**src/hdl/sowc_pkg.sv**
```systemverilog
// sowc_pkg: types and constants shared by the spike onset window counter.
// Holds the channel payload structs, the register map and the back-end states.
// No dependencies.
package sowc_pkg;

	localparam int SUM_W  = 26;
	localparam int CNT_W  = 9;
	localparam int STEP_W = 32;
	localparam int LFP_W  = 17;
	localparam int NUM_W  = SUM_W + 1;   // sum plus rest offset
	localparam int DIV_W  = 9;

	// sum saturation limits, on the widened sum
	localparam logic signed [SUM_W:0] SUM_MAX = 27'sd33554431;
	localparam logic signed [SUM_W:0] SUM_MIN = -27'sd33554432;
	// resting offset of -70 mV in Q8.8
	localparam logic signed [NUM_W-1:0] REST_Q88 = -27'sd17920;
	localparam logic [CNT_W-1:0] CNT_MAX = '1;
	// field potential limits, on the signed quotient
	localparam logic signed [NUM_W:0] LFP_MAX = 28'sd65535;
	localparam logic signed [NUM_W:0] LFP_MIN = -28'sd65536;

	typedef enum logic [1:0] {
		REG_THRESHOLD  = 2'd0,
		REG_NUM_INPUTS = 2'd1,
		REG_WINDOW     = 2'd2
	} reg_idx_t;

	typedef enum logic [1:0] {
		BK_IDLE,
		BK_RUN,
		BK_FIN
	} bk_state_t;

	typedef struct packed {
		logic [7:0]         channel;
		logic signed [15:0] voltage;
		logic               step_last;
	} sample_t;

	typedef struct packed {
		logic signed [LFP_W-1:0] lfp;
		logic [CNT_W-1:0]        spike_count;
	} result_t;

	typedef struct packed {
		logic signed [15:0] threshold;
		logic [8:0]         num_inputs;
		logic [15:0]        window_steps;
	} cfg_t;

	// per-step totals handed from the front end to the divider
	typedef struct packed {
		logic signed [SUM_W-1:0] sum;
		logic [CNT_W-1:0]        count;
	} step_tot_t;

	typedef struct packed {
		logic      push;
		step_tot_t tot;
	} q_wr_t;

	typedef struct packed {
		logic      valid;
		step_tot_t tot;
	} q_rd_t;

endpackage

```
**src/hdl/sowc_queue.sv**
```systemverilog
// sowc_queue: two-entry queue of per-step totals between front end and divider.
// Uses sowc_pkg.
module sowc_queue (
	input  logic            clk,
	input  logic            arst_n,
	input  sowc_pkg::q_wr_t q_wr,
	output logic            q_full,
	output sowc_pkg::q_rd_t q_rd,
	input  logic            pop
);

	sowc_pkg::step_tot_t slot_q [2];
	logic                wptr_q;
	logic                rptr_q;
	logic [1:0]          count_q;
	logic                do_push;
	logic                do_pop;

	assign q_full     = count_q == 2'd2;
	assign q_rd.valid = count_q != 2'd0;
	assign q_rd.tot   = slot_q[rptr_q];
	assign do_push    = q_wr.push && !q_full;
	assign do_pop     = pop && q_rd.valid;

	always_ff @(posedge clk) begin
		if (do_push) begin
			slot_q[wptr_q] <= q_wr.tot;
		end
	end

	always_ff @(posedge clk or negedge arst_n) begin
		if (!arst_n) begin
			wptr_q  <= 1'b0;
			rptr_q  <= 1'b0;
			count_q <= '0;
		end else begin
			if (do_push) begin
				wptr_q <= !wptr_q;
			end
			if (do_pop) begin
				rptr_q <= !rptr_q;
			end
			count_q <= count_q + 2'(do_push) - 2'(do_pop);
		end
	end

	a_no_lost_push: assert property (@(posedge clk) disable iff (!arst_n)
		q_wr.push |-> !q_full)
		else $error("step totals pushed into a full queue");

	a_count_range: assert property (@(posedge clk) disable iff (!arst_n)
		count_q != 2'd3)
		else $error("queue occupancy out of range");

endmodule

```
**config.mk**
```make
export PLATFORM = sky130hd
export DESIGN_NAME = sowc_queue
export DESIGN_NICKNAME = d
export VERILOG_FILES = /design/src/hdl/sowc_pkg.sv /design/src/hdl/sowc_queue.sv
export SDC_FILE = /design/constraint.sdc
export NUM_CORES = 1
export LEC_CHECK = 0
export ABC_AREA = 0
export BUFFER_PORTS_ARGS = -buffer_cell sky130_fd_sc_hd__buf_2
export CORE_MARGIN = 2
export CORE_UTILIZATION = 32
export CTS_CLUSTER_SIZE = 10
export DETAILED_ROUTE_END_ITERATION = 7
export SYNTH_ARGS = -nofsm -noshare
export SYNTH_HDL_FRONTEND = slang
export SYNTH_SLANG_ARGS = --single-unit
```
**constraint.sdc**
```tcl
create_clock -name clk -period 5.15 [get_ports clk]
set_input_delay 0.2575 -clock clk [delete_from_list [all_inputs] [get_ports clk]]
set_output_delay 0.2575 -clock clk [all_outputs]
set_load 0.05 [all_outputs]
```
## Word-level counts from Yosys, hierarchy flattened

Memories as Yosys holds them, arrays and structs flattened.
Cells that the tools add are included.

| storage, ports and cells | value |
|---|---|
| memories | 1 |
| output and inout bits | 37 |
| RAM bits | 70 |
| logic and storage cells | 15 |
| input port bits | 39 |
| register bits | 4 |

Memories:

| name | depth | width | read ports | clocked after memory_dff | wr ports | RTL line | RTL |
|---|---|---|---|---|---|---|---|
| slot_q | 2 | 35 | 1 | 0 | 1 | sowc_queue.sv:12 | `sowc_pkg::step_tot_t slot_q [2];` |

| cells by class | value |
|---|---|
| reductions and logical operators | 6 |
| muxes and demuxes | 2 |
| add/subtract/negate cells | 2 |
| eq/ne operators | 1 |

Operators with widths:

| operator | count |
|---|---|
| logical NOT 1 bit | 3 |
| adder 2 x 1 -> 2 bit | 1 |
| equality test 2 bit (second input constant) | 1 |
| logical AND 1 bit | 2 |
| two-way mux 1 bit | 2 |
| nonzero test 2 bit | 1 |
| subtractor 2 x 1 -> 2 bit | 1 |

## Logic depth before layout (Yosys ltp)

| logic depth | value |
|---|---|
| depth after elaboration | 5 |
| depth in mapped cells | 7 |
| mapped depth without buffers | 7 |

## Worst setup path after synthesis

No wires, ideal clock.

| path | value |
|---|---|
| path type | reg-to-reg |
| from | register count_q[1] |
| to | memory slot_q[0][0] (netlist name) (enable) |
| slack | 2656 ps |
| cell stages (with the launch flop) | 4 |
| buffers on the path | 0 |
| clock period less this slack | 2494 ps |
| data required time | 4723 ps |
| arrival | 2067 ps |
| library setup time | 427 ps |
| cells stage by stage | dfrtp_1 > nand2b_1 > nand2_1 > nor2_1 |

| between the ends | value |
|---|---|
| word-level cells in the longest chain between the ends | 5 |

RTL lines:

| what | RTL line | RTL |
|---|---|---|
| start, declared | sowc_queue.sv:15 | `logic [1:0] count_q;` |
| start signal, assigned | sowc_queue.sv:43 | `count_q <= count_q + 2'(do_push) - 2'(do_pop);` |
| equality test 2 bit | sowc_queue.sv:19 | `assign q_full = count_q == 2'd2;` |
| logical NOT 1 bit | sowc_queue.sv:22 | `assign do_push = q_wr.push && !q_full;` |
| logical AND 1 bit | sowc_queue.sv:22 |  |
| two-way mux 1 bit | sowc_queue.sv:26 | `if (do_push) begin` |
| two-way mux 1 bit (not written as such) | sowc_queue.sv:27 | `slot_q[wptr_q] <= q_wr.tot;` |
| end, declared | sowc_queue.sv:12 |  |

Every way passes these cells.

==> flow_metrics.tcl <==
set metrics [dict create \
    status "completed" \
    post-synth-top-count-cell "edfxtp_1" \
    cp.arrival_ns 2.08 \
    clkTransAtPathRegs_ns 0.08 \
    syn_nets 168 \
    hp-class "input pin to register" \
    hpwl_um 2910 \
    grt_max_degree 37 \
    multi_input_area_sq_um 607 \
    yosys-top-cells-count "edfxtp_1 (70), mux2_4 (29), mux2_2 (6)" \
    grt_first_pass_wirelength_um 7000 \
    cts_tree "yes" \
    gp_congestion 0.716 \
    finalNetCount 251 \
    portBuffers 75 \
    detail_route.wirelength_um 4500 \
    yosysWarnings 0 \
    overflow 0 \
    syn-instance-count 127 \
    crit_cells 2 \
    r2r_slack_ns 3.28 \
    drc 0 \
    die_area_sq_um 9690 \
    cts_resized 0 \
    grt_usage_pct 9.64 \
    fp.dieW_um 98.4 \
    wl_per_cell_um 14.0 \
    finalMaxSlewViolations 0 \
    power.leakage_nw 1.41 \
    rr_endpoint "slot_q[0][14]" \
    netlist_area_sq_um 2850 \
    initial_core_util_pct 32.9 \
    hold_viol_final 0 \
    io_pins 76 \
    cp-end-kind "output pin" \
    ys_ff_latch 74 \
    clockRootBuffer "clkbuf_8" \
    critPathKind "register to output pin" \
    area_growth_syn_to_layout_pct 23.5 \
    fill_cells 823 \
    yosysTopAreaCellShare_pct 73.7 \
    ys_async_sr_fraction_pct 5.41 \
    cp_cell_sequence "mux2_2 > buf_2" \
    timing.critical_path.to "q_rd[2]" \
    fp.dieH_um 98.4 \
    grt_pass1_vias 1422 \
    fin_crit_sh_pct 45.5 \
    syn_avg_cell_area_sq_um 22.5 \
    row_count 34 \
    ys.flop_type "edfxtp_1" \
    tightest_slew_ns 1.10 \
    core_sq_um 8680 \
    fin_setup_tns_ns 0 \
    yosysUniqueCellTypes 15 \
    ir_worst_vdd_mv 0.482 \
    reg2reg_from "count_q[1]" \
    synth_area_leaders "edfxtp_1 (74%), mux2_4 (15%), dfrtp_1 (3.5%), mux2_2 (2.4%), buf_6 (1.6%)" \
    layout-drive-gt1-share_pct 59.8 \
    regArea_sq_um 2200 \
    critical-path-slowest-cell "dfrtp_2" \
    drtIter0Drc 52 \
    powerDensity_nw_per_um2 664 \
    setup_viol_count_final 0 \
    cap_violations 0 \
    crit_buf_inv 1 \
    cts_setup_buffers 0 \
    reg2reg_depth 3 \
    synth_edf_count 70 \
    postRouteAntennaNets 0 \
    power_mw 2.34 \
    critPathRequiredTime_ns 4.89 \
    crit_start "rptr_q" \
    antenna_found_initial 0 \
    htree_num_levels 3 \
    cp_max_fo 36 \
    crit_path_max_incr_delay_ns 1.10 \
    synth_top_cell_by_area "edfxtp_1" \
    clock_sinks 74 \
    crit_family "flip-flops" \
    synth_seq_area_share_pct 77.2 \
    slew_headroom_pct 26.4 \
    final_util_pct 40.6 \
    numCtsBuffers 9 \
    vias_per_cell 4.27 \
    clockBufferDepth 2 \
    start_kind "register" \
    clock_skew_ns 0.00687 \
    firstDrtPassIters 3 \
    fin_crit_ns 2.34 \
    vias 1376 \
    rsz0062_at_grt "false" \
    fmax_mhz 427 \
    antenna_cells 0 \
    clkLatencyLatePin_ns 0.34 \
]
==> cells in the final DEF (no fill, tap or decap) <==
cell / Yosys / layout
inv_1: 2 / 2
clkbuf_8: 0 / 9
dfrtp_2: 0 / 1
buf_2: 0 / 75
edfxtp_1: 70 / 70
and2_4: 1 / 1
mux2_2: 6 / 6
and3_2: 0 / 1
clkinv_4: 0 / 1
clkinv_2: 0 / 2
mux2_4: 29 / 29
nand2b_1: 1 / 1
or2_1: 1 / 1
bufinv_16: 0 / 1
nor2_4: 0 / 1
xor2_1: 1 / 1
ha_1: 2 / 2
nand2_1: 1 / 1
dlygate4sd3_1: 0 / 1
clkbuf_1: 0 / 1
dfrtp_1: 4 / 3
clkinvlp_4: 0 / 1
xnor2_1: 3 / 3
==> power breakdown <==
| part | switching (mW) | internal, mW | leakage, nW |
|---|---|---|---|
| Combinational | 0.647 | 0.333 | 0.619 |
| Clock | 0.201 | 0.220 | 0.0921 |
| Sequential | 0.112 | 0.827 | 0.696 |
| Total | 0.959 | 1.38 | 1.41 |
==> repair_timing <==
item	in CTS	in global routing
hold buffers	1	0
endpoints found under the hold margin	4	0
setup endpoints to repair	0	0
==> cell type report <==
| type | count | area share [%] |
|---|---|---|
| clock inverters | 5 | 1.60 |
| well taps | 108 | 3.84 |
| flip-flops and latches | 74 | 62.6 |
| clock buffers | 10 | 3.62 |
| repair buffers | 76 | 10.9 |
| inverters | 2 | 0.213 |
| multi-input cells | 47 | 17.2 |
==> registers in the layout (all words and copies together) (netlist names) <==
name and cells:
slot_q 70, count_q 2, rptr_q 1, wptr_q 1
==> layer usage <==
layer	up-vias	global-route usage (%)	wire [um]
met4	0	5.37	94
li1	654	-	-
met5	-	0	0
met3	10	3.76	331
met1	660	12.0	2080
met2	52	14.5	2000
==> cells by family after synthesis <==
family                   synth area share, %
XOR/XNOR                                1.23
adder cells (fa/ha/maj)                0.877
buffers and inverters                   1.84
flip-flops                              77.2
multiplexers                            17.6
AND/OR/NAND/NOR                         1.23
==> through the flow <==
| stage | instances | instance area, sq um | hold slack [ns] | setup WS [ns] |
|---|---|---|---|---|
| after floorplan | 127 | 2850 | -0.0381 | 2.66 |
| after global placement | 306 | 3330 | 0.0695 | 3.16 |
| after detailed placement | 306 | 3330 | 0.0679 | 3.12 |
| after CTS | 322 | 3520 | 0.0924 | 2.76 |
| after global routing | 322 | 3520 | 0.0841 | 2.69 |
| final | 322 | 3520 | 0.104 | 2.81 |
==> worst register-to-register path, cell delays in order, from the launching register on <==
cell and delay (ns):
dfrtp_1 0.41, nand2b_1 0.11, nand2_1 0.14, nor2_4 0.82
==> worst min-delay path by stage <==
stage             start             to  slack (ns)  depth (start not counted)
3_3_place_gp     arst_n     count_q[0]        0.07                          1
3_5_place_dp     arst_n     count_q[0]        0.07                          1
2_1_floorplan    arst_n     count_q[0]       -0.04                          0
6_report       q_wr[11]  slot_q[0][11]        0.10                          1
4_1_cts        q_wr[20]  slot_q[1][20]        0.09                          1
5_1_grt        q_wr[24]  slot_q[0][24]        0.08                          1
Power figures use the tool's default switching activity.
