**src/hdl/sowc_pkg.sv**
```systemverilog
// sowc_pkg: types and constants shared by the spike onset window counter.
// Holds the channel payload structs, the register map and the back-end states.
// No dependencies.
package sowc_pkg;

	localparam int SUM_W  = 26;
	localparam int CNT_W  = 9;
	localparam int STEP_W = 32;
	localparam int LFP_W  = 17;
	localparam int NUM_W  = SUM_W + 1;   // sum plus rest offset
	localparam int DIV_W  = 9;

	// sum saturation limits, on the widened sum
	localparam logic signed [SUM_W:0] SUM_MAX = 27'sd33554431;
	localparam logic signed [SUM_W:0] SUM_MIN = -27'sd33554432;
	// resting offset of -70 mV in Q8.8
	localparam logic signed [NUM_W-1:0] REST_Q88 = -27'sd17920;
	localparam logic [CNT_W-1:0] CNT_MAX = '1;
	// field potential limits, on the signed quotient
	localparam logic signed [NUM_W:0] LFP_MAX = 28'sd65535;
	localparam logic signed [NUM_W:0] LFP_MIN = -28'sd65536;

	typedef enum logic [1:0] {
		REG_THRESHOLD  = 2'd0,
		REG_NUM_INPUTS = 2'd1,
		REG_WINDOW     = 2'd2
	} reg_idx_t;

	typedef enum logic [1:0] {
		BK_IDLE,
		BK_RUN,
		BK_FIN
	} bk_state_t;

	typedef struct packed {
		logic [7:0]         channel;
		logic signed [15:0] voltage;
		logic               step_last;
	} sample_t;

	typedef struct packed {
		logic signed [LFP_W-1:0] lfp;
		logic [CNT_W-1:0]        spike_count;
	} result_t;

	typedef struct packed {
		logic signed [15:0] threshold;
		logic [8:0]         num_inputs;
		logic [15:0]        window_steps;
	} cfg_t;

	// per-step totals handed from the front end to the divider
	typedef struct packed {
		logic signed [SUM_W-1:0] sum;
		logic [CNT_W-1:0]        count;
	} step_tot_t;

	typedef struct packed {
		logic      push;
		step_tot_t tot;
	} q_wr_t;

	typedef struct packed {
		logic      valid;
		step_tot_t tot;
	} q_rd_t;

endpackage

```
**src/hdl/sowc_back.sv**
```systemverilog
// sowc_back: bit-serial divider for the field potential and the result register.
// Uses sowc_pkg. Takes step totals from sowc_queue.
module sowc_back (
	input  logic                 clk,
	input  logic                 arst_n,
	input  logic [8:0]           num_inputs,
	input  sowc_pkg::q_rd_t      q_rd,
	output logic                 pop,
	output logic                 result_valid,
	input  logic                 result_ready,
	output sowc_pkg::result_t    result
);

	sowc_pkg::bk_state_t                 state_q;
	sowc_pkg::bk_state_t                 state_nxt;
	logic [sowc_pkg::NUM_W-1:0]          mag_q;      // dividend, shifts into quotient
	logic [sowc_pkg::DIV_W-1:0]          rem_q;
	logic [sowc_pkg::DIV_W-1:0]          div_q;
	logic                                neg_q;
	logic [sowc_pkg::CNT_W-1:0]          count_q;
	logic [4:0]                          iter_q;
	logic                                out_valid_q;
	sowc_pkg::result_t                   out_q;

	logic signed [sowc_pkg::NUM_W-1:0]   num;
	logic [sowc_pkg::NUM_W-1:0]          num_mag;
	logic [sowc_pkg::DIV_W:0]            rem_sh;
	logic                                qbit;
	logic [sowc_pkg::DIV_W-1:0]          rem_nxt;
	logic signed [sowc_pkg::NUM_W:0]     quo_s;
	logic signed [sowc_pkg::LFP_W-1:0]   lfp_sat;
	logic                                load_out;

	always_comb begin
		num     = sowc_pkg::NUM_W'(q_rd.tot.sum) + sowc_pkg::REST_Q88;
		num_mag = num[sowc_pkg::NUM_W-1] ? sowc_pkg::NUM_W'(-num) : sowc_pkg::NUM_W'(num);
		rem_sh  = {rem_q, mag_q[sowc_pkg::NUM_W-1]};
		qbit    = rem_sh >= {1'b0, div_q};
		rem_nxt = qbit ? sowc_pkg::DIV_W'(rem_sh - {1'b0, div_q}) : rem_sh[sowc_pkg::DIV_W-1:0];
		quo_s   = neg_q ? -$signed({1'b0, mag_q}) : $signed({1'b0, mag_q});
		if (quo_s > sowc_pkg::LFP_MAX) begin
			lfp_sat = sowc_pkg::LFP_MAX[sowc_pkg::LFP_W-1:0];
		end else if (quo_s < sowc_pkg::LFP_MIN) begin
			lfp_sat = sowc_pkg::LFP_MIN[sowc_pkg::LFP_W-1:0];
		end else begin
			lfp_sat = quo_s[sowc_pkg::LFP_W-1:0];
		end
	end

	always_comb begin
		state_nxt = state_q;
		pop       = 1'b0;
		load_out  = 1'b0;
		unique case (state_q)
			sowc_pkg::BK_IDLE: begin
				if (q_rd.valid) begin
					pop       = 1'b1;
					state_nxt = sowc_pkg::BK_RUN;
				end
			end
			sowc_pkg::BK_RUN: begin
				if (iter_q == '0) begin
					state_nxt = sowc_pkg::BK_FIN;
				end
			end
			sowc_pkg::BK_FIN: begin
				if (!out_valid_q || result_ready) begin
					load_out  = 1'b1;
					state_nxt = sowc_pkg::BK_IDLE;
				end
			end
			default: state_nxt = sowc_pkg::BK_IDLE;
		endcase
	end

	always_ff @(posedge clk or negedge arst_n) begin
		if (!arst_n) begin
			state_q <= sowc_pkg::BK_IDLE;
		end else begin
			state_q <= state_nxt;
		end
	end

	always_ff @(posedge clk) begin
		if (pop) begin
			mag_q   <= num_mag;
			neg_q   <= num[sowc_pkg::NUM_W-1];
			rem_q   <= '0;
			div_q   <= (num_inputs == '0) ? sowc_pkg::DIV_W'(1) : num_inputs;
			count_q <= q_rd.tot.count;
			iter_q  <= 5'(sowc_pkg::NUM_W - 1);
		end else if (state_q == sowc_pkg::BK_RUN) begin
			mag_q  <= {mag_q[sowc_pkg::NUM_W-2:0], qbit};
			rem_q  <= rem_nxt;
			iter_q <= iter_q - 1'b1;
		end
		if (load_out) begin
			out_q.lfp         <= lfp_sat;
			out_q.spike_count <= count_q;
		end
	end

	always_ff @(posedge clk or negedge arst_n) begin
		if (!arst_n) begin
			out_valid_q <= 1'b0;
		end else if (load_out) begin
			out_valid_q <= 1'b1;
		end else if (result_ready) begin
			out_valid_q <= 1'b0;
		end
	end

	assign result_valid = out_valid_q;
	assign result       = out_q;

	a_out_from_fin: assert property (@(posedge clk) disable iff (!arst_n)
		$rose(result_valid) |-> $past(state_q == sowc_pkg::BK_FIN))
		else $error("result raised without a finished division");

	a_pop_idle: assert property (@(posedge clk) disable iff (!arst_n)
		pop |=> state_q == sowc_pkg::BK_RUN && iter_q == 5'(sowc_pkg::NUM_W - 1))
		else $error("divider did not start after taking step totals");

endmodule

```
**config.mk**
```make
export PLATFORM = sky130hd
export DESIGN_NAME = sowc_back
export DESIGN_NICKNAME = d
export VERILOG_FILES = /design/src/hdl/sowc_pkg.sv /design/src/hdl/sowc_back.sv
export SDC_FILE = /design/constraint.sdc
export NUM_CORES = 1
export LEC_CHECK = 0
export ABC_AREA = 1
export BUFFER_PORTS_ARGS = -buffer_cell sky130_fd_sc_hd__buf_4
export CORE_UTILIZATION = 40
export CTS_CLUSTER_DIAMETER = 30
export DETAILED_ROUTE_END_ITERATION = 8
export GPL_TIMING_DRIVEN = 0
export HOLD_SLACK_MARGIN = 0.08
export PLACE_DENSITY_LB_ADDON = 0.1
export SLEW_MARGIN = 20
export SYNTH_ARGS = -nofsm -noshare
export SYNTH_HDL_FRONTEND = slang
export SYNTH_SLANG_ARGS = --single-unit
```
**constraint.sdc**
```tcl
create_clock -name clk -period 4.5 [get_ports clk]
set_input_delay 0.225 -clock clk [delete_from_list [all_inputs] [get_ports clk]]
set_output_delay 0.225 -clock clk [all_outputs]
set_load 0.01 [all_outputs]
```
# --- Word level (Yosys, flattened, before mapping) ---
# Cells that the tools add are included.
word_totals:
  register_bits: 89
  in_bits: 48
  output_inout_bits: 28
  word_cells: 47
op_classes:
  addsub: 5
  n_lt_le_gt_ge: 3
  n_eq_ne: 5
  muxes: 16
  reduce_logical: 8
ops:
  columns: ["operator", "count"]
  rows:
  - ["27-bit 2-to-1 mux", 3]
  - ["28-bit by 17-bit greater-than comparator with 1-bit output (second input constant)", 1]
  - ["28-bit by 17-bit less-than comparator with 1-bit output (second input constant)", 1]
  - ["28-bit 2-to-1 mux", 1]
  - ["27-bit negation with 28-bit output", 1]
  - ["26-bit by 16-bit adder with 27-bit output (second input constant)", 1]
  - ["27-bit negation", 1]
  - ["17-bit 2-to-1 mux", 1]
  - ["10-bit by 9-bit greater-or-equal comparator with 1-bit output", 1]
  - ["9-bit zero test", 1]
  - ["9-bit 2-to-1 mux", 1]
  - ["9-bit subtractor", 1]
  - ["1-bit 2-to-1 mux", 6]
  - ["2-bit 2-to-1 mux", 3]
  - ["2-bit inequality test (second input constant)", 3]
  - ["2-bit one-hot mux with 3 select lines", 1]
  - ["5-bit zero test", 1]
  - ["5-bit by 1-bit subtractor with 5-bit output (second input constant)", 1]
  - ["2-bit nonzero test", 2]
  - ["3-bit AND reduction", 1]
  - ["2-bit by 1-bit == test with 1-bit output (second input constant)", 1]
  - ["2-bit == test (second input constant)", 1]
  - ["2-bit zero test", 1]
  - ["1-bit zero test", 1]
  - ["1-bit logical OR", 1]

# --- Depth between registers and ports, before layout ---
logic_depth:
  depth_word: 5
  depth_mapped: 16
  ltp_nobuf: 16

# --- Worst setup path before layout ---
# Ideal clock, no wire load.
synth_path:
  path_type: "register to register"
  startpoint: "register mag_q[26] in the netlist's numbering"
  endpoint: "register rem_q[5] in the netlist's numbering"
  setup_time_ns: 0.120
  arrival_ns: 2.104
  required_time_ns: 4.380
  slack_ns: 2.277
  stages_incl_launch_ff: 14
  n_path_buf: 1
  period_less_slack_ns: 2.223
  cell_sequence: "edfxtp_1 > inv_1 > ha_1 > fa_1 > nand3b_1 > nand2_1 > nand2_1 > o211ai_1 > nand2_1 > nand2_1 > clkbuf_1 > nand2_1 > o211ai_1 > nand2_1"
synth_between:
  elab_chain_cells: 2
  elab_cells_between_ends: 3
  cone_classes: "add/sub: 1; order compare: 1; mux: 1"
synth_lines:
  columns: ["item", "line", "text"]
  rows:
  - ["from (decl)", "sowc_back.sv:16", "logic [sowc_pkg::NUM_W-1:0] mag_q;"]
  - ["from (signal assigned)", "sowc_back.sv:86", "mag_q <= num_mag;"]
  - ["from (signal assigned)", "sowc_back.sv:93", "mag_q <= {mag_q[sowc_pkg::NUM_W-2:0], qbit};"]
  - ["9-bit subtractor / 10-bit by 9-bit greater-or-equal comparator with 1-bit output (equally long branches)", "sowc_back.sv:39, sowc_back.sv:38", null]
  - ["9-bit 2-to-1 mux *", "sowc_back.sv:39", "rem_nxt = qbit ? sowc_pkg::DIV_W'(rem_sh - {1'b0, div_q}) : rem_sh[sowc_pkg::DIV_W-1:0];"]
  - ["to (signal assigned)", "sowc_back.sv:94", "rem_q <= rem_nxt;"]
  - ["to (decl)", "sowc_back.sv:17", "logic [sowc_pkg::DIV_W-1:0] rem_q;"]
# Mark *: on every way between the ends. The rest lies on a longest branch, timed or not.
# A chain may end at the register's enable or synchronous reset.

# --- Worst setup path in the final report ---
layout_path:
  startpoint: "register state_q[1]"
  endpoint: "register mag_q[16] in the netlist's numbering (enable)"
layout_between:
  elab_chain_cells: 3
  elab_cells_between_ends: 4
  cone_classes: "eq/ne: 1; mux: 1; reduce/logical: 2"
layout_lines:
  columns: ["item", "line", "text"]
  rows:
  - ["from (decl)", "sowc_back.sv:14", "sowc_pkg::bk_state_t state_q;"]
  - ["from (signal assigned)", "sowc_back.sv:78", "state_q <= sowc_pkg::BK_IDLE;"]
  - ["from (signal assigned)", "sowc_back.sv:80", "state_q <= state_nxt;"]
  - ["2-bit zero test", "sowc_back.sv:54", "unique case (state_q)"]
  - ["1-bit 2-to-1 mux", "sowc_back.sv:54", null]
  - ["2-bit nonzero test (no source line) *", null, null]
# Marks and branches as above.

==> results.md <==
* Number of synthesized flops with an enable pin at 72
* DRT Pass-1 Iters at 4
* Mean routed wirelength per cell at 12.3 um
* IO Port Bufs at 74
* Gpl congestion at 0.837
* CTS sink cnt at 89
* Post-route DRC at 0
* Fmax at 0.344 GHz
* Width of the die at 122 um
* Clock-pin slew on the worst setup and hold paths at 70 ps
* Largest family of logic cells by synthesized area: simple AND/OR/NAND/NOR gates
* Detailed-route via count at 4,827
* Worst stage delay on the critical path at 1020 ps
* Leak Pwr at 0.00313 uW
* CTS tree: built
* Final count of hold timing violations at 0
* Clk_lat worst skew at 340 ps
* CTS buffer count at 9
* Dpl hpwl at 9810 um
* Status: completed
* RSZ-0062 raised after global routing: no
* Via density per instance at 4.76
* ANT nets after route at 0
* Syn Nets at about 800
* Most Frequent Cell on Critical Path: inv_1
* Pin count of the biggest net entering global routing at 30
* Busiest grt layer: met2
* Chip Height at 122 um
* Final design utilization at 0.498
* Critical-path maximum fanout at 29
* PD cells at 519 mW/mm2
* Die area at 0.0149 mm2
* Worst VDD drop at about 0.00022 V
* Remaining Overflow, GRT at 0
* Area grow syn2layout at 20.6%
* Async S/R FF share, synth at 0.0337
* GR met3 Demand/Resource at 0.0276
* Final worst path period need at 2900 ps
* Ant. Diodes at 0
* Crit end category: flop
* Distinct cell type count after synthesis at 44
* Core Footprint at 0.0139 mm2
* Final wirelength at between 10,000 and 15,000 um
* Met1 usage at 0.241
* Layout cells sized above 1 at 0.181
* Syn. warnings at 0
* WS Path Type: reg -> reg
* Max Slew Vio Count at 0
* Worst min path class: in -> reg
* Setup crit start kind: flop
* Floorplan row count at 43
* Iter 0 DRT Violations at 273
* Setup violators final at 0
* Compound-Gate Fraction of Synth Area at 0.0781
* Final period utilization at 0.646
* Slowest cell on the critical path: clkinv_1
* CTS Root Cell: clkbuf_16
* Layout net count at 892
* Post-synthesis simple-gate area fraction at 0.312
* Max_cap viols at 0
* Sequential share of the synthesized area at 0.438
* Synthesized-area fraction occupied by adder cells at 0.0339
* CP cell instances: inv_1 -> nand3_1 -> inv_1 -> nor2_1 -> clkinv_1
* Initial antenna violation count at 0
* Worst Path Arrival at about 2700 ps
* Ports at 76
* Routing usage on met2 at 0.284
* Cells after Synth at about 730
* Clock skew at 8.08 ps
* Mapped Area at 0.00575 mm2
* Commonest non-fill, non-tap cell in the layout: nand2_1
* Initial Util at 0.413
* Post-synthesis xor/xnor area fraction at 0.0650
* Mux cell area share after synthesis at 0
* First-pass GRT wire length at 20,700 um
* WP data required at approximately 4300 ps
* Slew @ Worst Pin at 973 ps
* GR Util All Layers at 0.178
* Max clock buf depth at 2
* # H-tree levels at 3
* Max_slew headroom at 0.348
* Seq cells post-synth at ~90
* Setup TNS at 0 ps
* Vias in the first global route at 4,436
* Post-Syn Area per Cell at 7.84 um2
* Top FF cell, synth: edfxtp_1
* Most frequent cells in the layout: nand2_1 (209), nor2_1 (79), buf_4 (75)
-- registers in the layout, summed over array words and instances, names as in the netlist --
| signal | count |
|---|---|
| mag_q | 27 |
| result | 26 |
| count_q | 9 |
| div_q | 9 |
| rem_q | 9 |
| iter_q | 5 |
| state_q | 2 |
| neg_q | 1 |
| result_valid | 1 |
-- final cells by class --
class	count	area, um2
clock inverters	2	8.76
fillers	1340	7000
repair buffers	84	656
well taps	180	225
plain buffers	22	116
inverters	81	304
clock buffers	14	287
flip-flops and latches	89	2520
multi-input cells	542	2820
-- power by group --
| group | internal [uW] | switching, uW |
|---|---|---|
| Sequential | 1220 | 208 |
| Clock | 439 | 294 |
| Combinational | 531 | 909 |
| Total | 2190 | 1410 |
-- synthesized netlist by cell type (9+ instances only) --
cell / n / area share
nand3_1: 49 / 0.043
dfxtp_1: 14 / 0.049
xor2_1: 29 / 0.044
o21ai_0: 40 / 0.035
nor2_2: 12 / 0.013
ha_1: 14 / 0.030
a21oi_1: 21 / 0.018
nor2_1: 80 / 0.052
edfxtp_1: 72 / 0.38
nand2_1: 209 / 0.14
xnor2_1: 10 / 0.015
nand4_1: 9 / 0.0098
inv_1: 74 / 0.048
nand2_2: 23 / 0.025
clkbuf_1: 13 / 0.0085
-- worst paths after layout --
kind	startpoint	to	slack, ps	cells past startpoint
min in group asynchronous	arst_n	state_q[0]	210	2
max in group asynchronous	arst_n	result_valid	4200	2
setup / recovery	state_q[1]	mag_q[16]	1600	5
hold reg to reg	count_q[5]	result[5]	420	0
setup reg to reg	state_q[1]	mag_q[16]	1600	5
hold / removal	num_inputs[7]	div_q[7]	130	2
-- repair_timing --
action                     CTS  global route
setup buffers                0             0
setup endpoints to repair    0             0
hold endpoints to repair    12             0
resized for setup            0             0
hold buffers                10             0
-- metrics by stage --
step                      total power, uW  hold WS (ps)  std cells  worst slack, ps  instance area, um2
after CTS                            3620           124       1014             1650                6940
final                                3600           133       1014             1600                6940
after global routing                 3890           129       1014             1300                6940
after detailed placement             2880          17.3        988             1680                6540
after floorplan                      2490         -70.6        734             2280                5750
after global placement               2840          16.2        988             1770                6530
-- worst max-delay path: cells and delay by family (launching register included) --
family / cells / cell delay (ps)
buf+inv: 3 / 1230
flops: 1 / 340
simple gates: 2 / 780
-- cell families (layout without fill, tap and decap cells) --
| logic type | count (synthesis) | after routing |
|---|---|---|
| compound gates | 80 | 80 |
| simple gates | 406 | 406 |
| buf+inv | 103 | 203 |
| flops | 89 | 89 |
| xor+xnor | 41 | 41 |
| fa+ha+maj | 15 | 15 |
-- metal layers --
metal | part of all wire | up-vias
li1 | - | 2569
met1 | 0.49 | 2148
met2 | 0.45 | 95
met3 | 0.040 | 15
met4 | 0.018 | 0
met5 | 0 | -
No activity file was read; power rests on OpenSTA's default activity.
